## src/sv/tec_pkg.sv

```systemverilog
`default_nettype none
package tec_pkg;

    typedef logic [1:0] t_enc_code;

    localparam t_enc_code ENC_ANSI    = 2'd0;
    localparam t_enc_code ENC_UTF16LE = 2'd1;
    localparam t_enc_code ENC_UTF8    = 2'd2;
    localparam t_enc_code ENC_BINARY  = 2'd3;

    localparam logic [15:0] BOM_UTF16LE    = 16'hFEFF;
    localparam logic [15:0] BOM_UTF8_LOW   = 16'hBBEF;
    localparam logic [7:0]  BOM_UTF8_HIGH  = 8'hBF;
    localparam logic [7:0]  BYTE_C0        = 8'hC0;
    localparam logic [7:0]  BYTE_C1        = 8'hC1;
    localparam logic [7:0]  BYTE_F5        = 8'hF5;

    // utf8 lead classes (masked compares)
    localparam logic [7:0]  LEAD2_MASK     = 8'hE0;
    localparam logic [7:0]  LEAD2_VAL      = 8'hC0;
    localparam logic [7:0]  LEAD3_MASK     = 8'hF0;
    localparam logic [7:0]  LEAD3_VAL      = 8'hE0;
    localparam logic [7:0]  LEAD4_MASK     = 8'hF8;
    localparam logic [7:0]  LEAD4_VAL      = 8'hF0;
    localparam logic [7:0]  CONT_MASK      = 8'hC0;
    localparam logic [7:0]  CONT_VAL       = 8'h80;

    localparam logic [2:0]  COUNT_MAX      = 3'd7;

endpackage
`default_nettype wire

```

## src/sv/text_encoding_classifier.sv

```systemverilog
// path: a buffer's last byte passes the input register, then its code is registered for o_valid
// throughput: one byte per cycle; a byte holds in the input register only while the
//   code of a finished buffer waits in the output register and i_stall is high
// reset: i_rst_n synchronous active low clears both stage valids and all buffer state;
//   the state also returns to its reset value after every last byte
`default_nettype none
module text_encoding_classifier
    import tec_pkg::*;
(
    input  wire logic       i_clk,
    input  wire logic       i_rst_n,
    input  wire logic       i_valid,
    input  wire logic [7:0] i_byte_value,
    input  wire logic       i_last_byte,
    output logic            o_stall,
    output logic            o_valid,
    output logic [1:0]      o_encoding_code,
    input  wire logic       i_stall
);

    // input register
    logic       r_in_valid;
    logic [7:0] r_in_byte;
    logic       r_in_last;

    // buffer state
    logic [2:0]  r_byte_count,   n_byte_count;
    logic        r_length_odd,   n_length_odd;
    logic [23:0] r_leading,      n_leading;
    logic [7:0]  r_pending,      n_pending;
    logic        r_zero_word,    n_zero_word;
    logic        r_last_wzero,   n_last_wzero;
    logic        r_zero_byte,    n_zero_byte;
    logic        r_illegal,      n_illegal;
    logic [1:0]  r_cont_exp,     n_cont_exp;
    logic [11:0] r_lead_win,     n_lead_win;
    logic        r_mb_ok,        n_mb_ok;
    logic        r_mb_bad,       n_mb_bad;

    // result register
    logic       r_out_valid;
    t_enc_code  r_out_code;
    t_enc_code  n_code;

    logic       out_free;
    logic       s1_go;
    logic       take_in;
    logic       is_cont;
    logic [3:0] retired;
    logic [2:0] verdict;
    logic [1:0] lead_len;
    logic [7:0] b;

    assign out_free = !r_out_valid || !i_stall;
    // a byte that does not end the buffer never needs the output register
    assign s1_go    = r_in_valid && (!r_in_last || out_free);
    assign o_stall  = r_in_valid && !s1_go;
    assign take_in  = i_valid && !o_stall;

    assign o_valid         = r_out_valid;
    assign o_encoding_code = r_out_code;

    assign b       = r_in_byte;
    assign is_cont = (b & CONT_MASK) == CONT_VAL;

    always_comb begin
        n_byte_count = (r_byte_count < COUNT_MAX) ? r_byte_count + 3'd1 : COUNT_MAX;
        n_leading    = r_leading;
        case (r_byte_count)
            3'd0:    n_leading[7:0]   = b;
            3'd1:    n_leading[15:8]  = b;
            3'd2:    n_leading[23:16] = b;
            default: n_leading        = r_leading;
        endcase
        n_zero_byte  = r_zero_byte || (r_byte_count >= 3'd2 && b == 8'd0);
        n_illegal    = r_illegal || b == BYTE_C0 || b == BYTE_C1 || b >= BYTE_F5;
        n_pending    = r_pending;
        n_zero_word  = r_zero_word;
        n_last_wzero = r_last_wzero;
        if (!r_length_odd) begin
            n_pending = b;
        end else begin
            n_zero_word  = r_zero_word | r_last_wzero;
            n_last_wzero = (r_pending == 8'd0) && (b == 8'd0);
        end
        n_length_odd = ~r_length_odd;

        // utf8 sequence tracking over a three-byte window of lead slots
        retired    = r_lead_win[11:8];
        n_lead_win = {r_lead_win[7:0], 4'b0000};
        n_cont_exp = r_cont_exp;
        verdict    = 3'b000;
        lead_len   = 2'd0;
        if (r_cont_exp != 2'd0) begin
            if (is_cont) begin
                n_cont_exp = r_cont_exp - 2'd1;
                if (r_cont_exp == 2'd1) begin
                    verdict = 3'b010;
                end
            end else begin
                n_cont_exp = 2'd0;
                verdict    = 3'b100;
            end
            if (verdict != 3'b000) begin
                if (n_lead_win[4]) begin
                    n_lead_win[6:4] = n_lead_win[6:4] | verdict;
                end else if (n_lead_win[8]) begin
                    n_lead_win[10:8] = n_lead_win[10:8] | verdict;
                end else begin
                    retired[2:0] = retired[2:0] | verdict;
                end
            end
        end else begin
            if ((b & LEAD2_MASK) == LEAD2_VAL) begin
                lead_len = 2'd1;
            end else if ((b & LEAD3_MASK) == LEAD3_VAL) begin
                lead_len = 2'd2;
            end else if ((b & LEAD4_MASK) == LEAD4_VAL) begin
                lead_len = 2'd3;
            end
            if (lead_len != 2'd0) begin
                n_lead_win[0] = 1'b1;
                n_cont_exp    = lead_len;
            end
        end
        n_mb_ok  = r_mb_ok  | retired[1];
        n_mb_bad = r_mb_bad | retired[2];

        if (n_byte_count < 3'd2) begin
            n_code = ENC_ANSI;
        end else if (n_zero_word || (n_length_odd && n_last_wzero)) begin
            n_code = ENC_BINARY;
        end else if (n_zero_byte && !n_length_odd) begin
            n_code = ENC_UTF16LE;
        end else if (n_leading[15:0] == BOM_UTF16LE) begin
            n_code = ENC_UTF16LE;
        end else if (n_byte_count < 3'd3) begin
            n_code = ENC_ANSI;
        end else if (n_leading[15:0] == BOM_UTF8_LOW && n_leading[23:16] == BOM_UTF8_HIGH) begin
            n_code = ENC_UTF8;
        end else if (n_illegal || n_mb_bad) begin
            n_code = ENC_ANSI;
        end else if (n_mb_ok) begin
            n_code = ENC_UTF8;
        end else begin
            n_code = ENC_ANSI;
        end
    end

    always_ff @(posedge i_clk) begin
        if (!i_rst_n) begin
            r_in_valid <= 1'b0;
        end else if (take_in) begin
            r_in_valid <= 1'b1;
        end else if (s1_go) begin
            r_in_valid <= 1'b0;
        end
        if (take_in) begin
            r_in_byte <= i_byte_value;
            r_in_last <= i_last_byte;
        end
    end

    always_ff @(posedge i_clk) begin
        if (!i_rst_n || (s1_go && r_in_last)) begin
            r_byte_count <= 3'd0;
            r_length_odd <= 1'b0;
            r_leading    <= 24'd0;
            r_pending    <= 8'd0;
            r_zero_word  <= 1'b0;
            r_last_wzero <= 1'b0;
            r_zero_byte  <= 1'b0;
            r_illegal    <= 1'b0;
            r_cont_exp   <= 2'd0;
            r_lead_win   <= 12'd0;
            r_mb_ok      <= 1'b0;
            r_mb_bad     <= 1'b0;
        end else if (s1_go) begin
            r_byte_count <= n_byte_count;
            r_length_odd <= n_length_odd;
            r_leading    <= n_leading;
            r_pending    <= n_pending;
            r_zero_word  <= n_zero_word;
            r_last_wzero <= n_last_wzero;
            r_zero_byte  <= n_zero_byte;
            r_illegal    <= n_illegal;
            r_cont_exp   <= n_cont_exp;
            r_lead_win   <= n_lead_win;
            r_mb_ok      <= n_mb_ok;
            r_mb_bad     <= n_mb_bad;
        end
    end

    always_ff @(posedge i_clk) begin
        if (!i_rst_n) begin
            r_out_valid <= 1'b0;
        end else if (s1_go && r_in_last) begin
            r_out_valid <= 1'b1;
        end else if (r_out_valid && !i_stall) begin
            r_out_valid <= 1'b0;
        end
        if (s1_go && r_in_last) begin
            r_out_code <= n_code;
        end
    end

endmodule
`default_nettype wire
```

## config.mk

```make
export PLATFORM = sky130hd
export DESIGN_NAME = text_encoding_classifier
export DESIGN_NICKNAME = d
export VERILOG_FILES = /design/src/sv/tec_pkg.sv /design/src/sv/text_encoding_classifier.sv
export SDC_FILE = /design/constraint.sdc
export NUM_CORES = 1
export LEC_CHECK = 0
export BUFFER_PORTS_ARGS = -buffer_cell sky130_fd_sc_hd__buf_2
export CELL_PAD_IN_SITES_DETAIL_PLACEMENT = 0
export CELL_PAD_IN_SITES_GLOBAL_PLACEMENT = 1
export CORE_MARGIN = 2
export CORE_UTILIZATION = 35
export CTS_BUF_LIST = sky130_fd_sc_hd__clkbuf_4 sky130_fd_sc_hd__clkbuf_8
export CTS_CLUSTER_SIZE = 24
export DETAILED_ROUTE_END_ITERATION = 10
export GPL_TIMING_DRIVEN = 0
export HOLD_SLACK_MARGIN = 0.15
export PLACE_DENSITY_LB_ADDON = 0.08
export SLEW_MARGIN = 20
export SYNTH_ARGS = -nofsm -noshare
export SYNTH_HDL_FRONTEND = slang
export SYNTH_SLANG_ARGS = --single-unit
```

## constraint.sdc

```tcl
create_clock -name i_clk -period 1.8 [get_ports i_clk]
set_input_delay 0.27 -clock i_clk [delete_from_list [all_inputs] [get_ports i_clk]]
set_output_delay 0.27 -clock i_clk [all_outputs]
set_load 0.01 [all_outputs]
```

==> metrics <==
Yosys warning total=0; dominant combinational cell family by area after synthesis=simple AND/OR/NAND/NOR gates; effective utilization at floorplan=0.364; total die area=8820 µm²; sequential fraction of the synthesis area=0.485; share of the synthesized netlist area taken by xor and xnor gates=0; startpoint type of the worst setup path=register; leading cell types in the layout, fill and taps excluded=sky130_fd_sc_hd__dfxtp_1, sky130_fd_sc_hd__nor2_1, sky130_fd_sc_hd__mux2i_1; site row count=32; WHS=about 0.16 ns; count of state elements after synthesis=63; mapped cell area=approximately 2800 µm²; category of the most critical setup path=reg -> reg; Reg clk slew, reported paths=roughly 0.060 ns; DRC marker count from the first detailed-route iteration=102; insertion delay to the later sink of the worst-skew pair=around 0.35 ns; number of buffers added by the clock tree synthesis step=9; Port-buffer cells=16; pwr dens=roughly 950 nW/µm²; Antenna Violating Nets Remaining=0; worst IR drop on VDD=approximately 0.34 mV; grt total ovfl=0; most common cell after layout, fill and taps aside=sky130_fd_sc_hd__dfxtp_1; aggregate global-route resource usage=0.173; crit path max-delay cell type=sky130_fd_sc_hd__dfxtp_4; global placer's final weighted congestion=just under 0.8; worst slew pin tran=0.775 ns; first-pass GRT wire length=~11 mm; wire length reported by the detailed router=between 6 and 7 mm; number of nets produced by synthesis=around 320; final period demand of the worst path=approximately 1.8 ns; Final Hold Fails=0; share of the synthesized area in compound gates (AO/OA/AOI/OAI)=0.112; dominant synthesized flop cell=sky130_fd_sc_hd__dfxtp_1; largest clock skew in the final design=0.0131 ns; count of buffering cells on the critical path with inverters included=1; Levels on crit path=7; Die Y=around 94 µm; synthesized-area fraction occupied by adder cells=0.0265; Post-Place Worst Slack=-0.627 ns; cells along the critical path=inv_4, ha_2, nor2b_4, or3_4, a2111oi_4, a221oi_2, a211oi_2; path depth of the worst reg2reg path=7; fraction of final layout cells with drive strength greater than 1=0.244; H-tree lvl count=3; placed wire-length estimate after detailed placement=around 4.6 mm; gate count of the mapped netlist=297; CTS Sinks=63; max-slew headroom at the worst pin=0.482; layout overhead on the synthesized area=26.5%; via count=roughly 2200; number of optimization iterations in the first detailed-route pass=4; Post-synth EDFFs=11; top fanout value on the critical path=4; kind of capture point of the worst setup path=register; antenna cell count=0; Avg WL per Cell=around 16 µm; minimum setup slack among reg-to-reg paths=-0.05 ns; net count of the finished layout=approximately 360; Final Max Slew Viols=0; synthesized-area fraction occupied by and/or/nand/nor cells=0.202; maximum achievable frequency=approximately 0.54 GHz; chip width=~94 µm; worst endpoint data arrival time=about 2.0 ns; placeable core area=a little under 8000 µm²; maximum number of pins on one net before global-route repair=12; Setup WS post-layout=-0.0451 ns; cell class contributing the biggest share of worst-path delay=compound AO/OA/AOI/OAI gates; clock root buffer master=sky130_fd_sc_hd__clkbuf_8; share of the cycle needed by the critical path after routing=1.03; vias in the first global route=~2200; multiplexer share of the synthesized area=0.125; vias per cell=5.03; Crit path required time=approximately 2.0 ns; I/O pin count=17; DRC violations left=0; WHS Path Cells=2; maxcap violations=0; status=complete, but fails checks; initial antenna violation count=0; end-of-flow core utilization=0.461; static leakage=about 0.0015 µW; number of library cell types mapped by synthesis=48; clock tree from TritonCTS=built; setup repair after global routing missed its margin=yes; Final setup violation count=2; CTS max path bufs=2; Crit path largest cell delay=about 0.37 ns; violated checks=negative setup slack; type of the tightest min-delay check=in -> reg; mean instance size in the synthesized netlist=around 9.5 µm²; share of async-settable or async-resettable flops after synthesis=0
## synth_stat cells, types with 2 or more instances
cell type / count / area (µm²)
sky130_fd_sc_hd__a211oi_1: 2 / 15.0
sky130_fd_sc_hd__a21boi_0: 2 / 15.0
sky130_fd_sc_hd__a21o_1: 2 / 15.0
sky130_fd_sc_hd__a21oi_1: 14 / 70.1
sky130_fd_sc_hd__a31oi_1: 2 / 12.5
sky130_fd_sc_hd__buf_1: 3 / 11.3
sky130_fd_sc_hd__buf_2: 2 / 10.0
sky130_fd_sc_hd__buf_4: 6 / 45.0
sky130_fd_sc_hd__buf_6: 2 / 22.5
sky130_fd_sc_hd__clkbuf_1: 4 / 15.0
sky130_fd_sc_hd__dfxtp_1: 52 / 1040
sky130_fd_sc_hd__edfxtp_1: 11 / 330
sky130_fd_sc_hd__ha_1: 6 / 75.1
sky130_fd_sc_hd__inv_1: 9 / 33.8
sky130_fd_sc_hd__mux2_2: 2 / 22.5
sky130_fd_sc_hd__mux2i_1: 33 / 330
sky130_fd_sc_hd__nand2_1: 22 / 82.6
sky130_fd_sc_hd__nand2b_1: 3 / 18.8
sky130_fd_sc_hd__nand3_1: 9 / 45.0
sky130_fd_sc_hd__nand4_1: 3 / 18.8
sky130_fd_sc_hd__nor2_1: 50 / 188
sky130_fd_sc_hd__nor2b_1: 5 / 31.3
sky130_fd_sc_hd__nor3_1: 12 / 60.1
sky130_fd_sc_hd__nor3b_1: 3 / 22.5
sky130_fd_sc_hd__nor4_1: 3 / 18.8
sky130_fd_sc_hd__o211ai_1: 2 / 15.0
sky130_fd_sc_hd__o21a_1: 3 / 22.5
sky130_fd_sc_hd__o21ai_0: 5 / 25.0
sky130_fd_sc_hd__o22a_1: 3 / 26.3
sky130_fd_sc_hd__o22ai_1: 2 / 12.5
sky130_fd_sc_hd__or3_1: 3 / 18.8
## cell type report
type / count / area [µm²]
fillers: 792 / 4190
multi-input cells: 207 / 1420
flip-flops and latches: 63 / 1380
repair buffers: 35 / 259
clock buffers: 13 / 166
well taps: 102 / 128
plain buffers: 14 / 98.8
clock inverters: 3 / 90.1
inverters: 9 / 38.8
## cells by family (layout without fill, tap and decap cells)
group                    count (synthesis)  count (layout)
AND/OR/NAND/NOR                        121             121
flip-flops                              63              63
AO/OA/AOI/OAI                           45              45
multiplexers                            35              35
buffers and inverters                   27              74
adder cells (fa/ha/maj)                  6               6
## layer usage
| layer | GRT usage | part of all wire | vias up |
|---|---|---|---|
| li1 | - | - | 1130 |
| met1 | 0.238 | 0.50 | 1055 |
| met2 | 0.264 | 0.45 | 47 |
| met3 | 0.0409 | 0.040 | 12 |
| met4 | 0.0616 | 0.014 | 0 |
| met5 | 0 | 0 | - |
## what timing repair did
| item | CTS | global route |
|---|---|---|
| endpoints found under the setup margin | 54 | 4 |
| resized for setup | 15 | 19 |
| pin swaps | 7 | 7 |
| setup buffers | 6 | 3 |
| endpoints found under the hold margin | 10 | 0 |
| hold buffers | 10 | 0 |
## metrics by stage
stage / total power [µW] / TNS (ns) / area, µm² / instances
global placement: 1800 / -28.07 / 3080 / 415
finish: 3390 / -0.0456 / 3580 / 446
floorplan: 1720 / -0.0313 / 2870 / 297
detailed placement: 1800 / -25.31 / 3080 / 415
CTS: 3430 / -0.218 / 3520 / 446
global route: 3530 / -0.190 / 3580 / 446
## sequential cells by signal (all words and copies together) (netlist names), named ones only
signal / cells
r_leading: 24
b: 8
r_pending: 8
r_lead_win: 6
r_byte_count: 3
o_encoding_code: 2
r_cont_exp: 2
o_valid: 1
r_illegal: 1
r_in_last: 1
r_in_valid: 1
r_length_odd: 1
r_mb_bad: 1
r_mb_ok: 1
r_zero_byte: 1
## report_power, final
part	switching (µW)	leakage [µW]	internal, µW
clock	546	0.000131	1030
combinational	172	0.000886	136
sequential	30.3	0.000528	1480
total	748	0.00155	2640
## path summary, 6_finish.rpt
| check | start | to |
|---|---|---|
| max reg2reg | r_byte_count[0]$_SDFFE_PP0P_ | o_encoding_code[1]$_SDFFCE_PN0P_ |
| max | r_byte_count[0]$_SDFFE_PP0P_ | o_encoding_code[1]$_SDFFCE_PN0P_ |
| min reg2reg | r_length_odd$_SDFFE_PP0P_ | r_length_odd$_SDFFE_PP0P_ |
| min | i_rst_n | r_in_valid$_SDFFE_PN0P_ |
No activity file was read; power rests on OpenSTA's default activity.
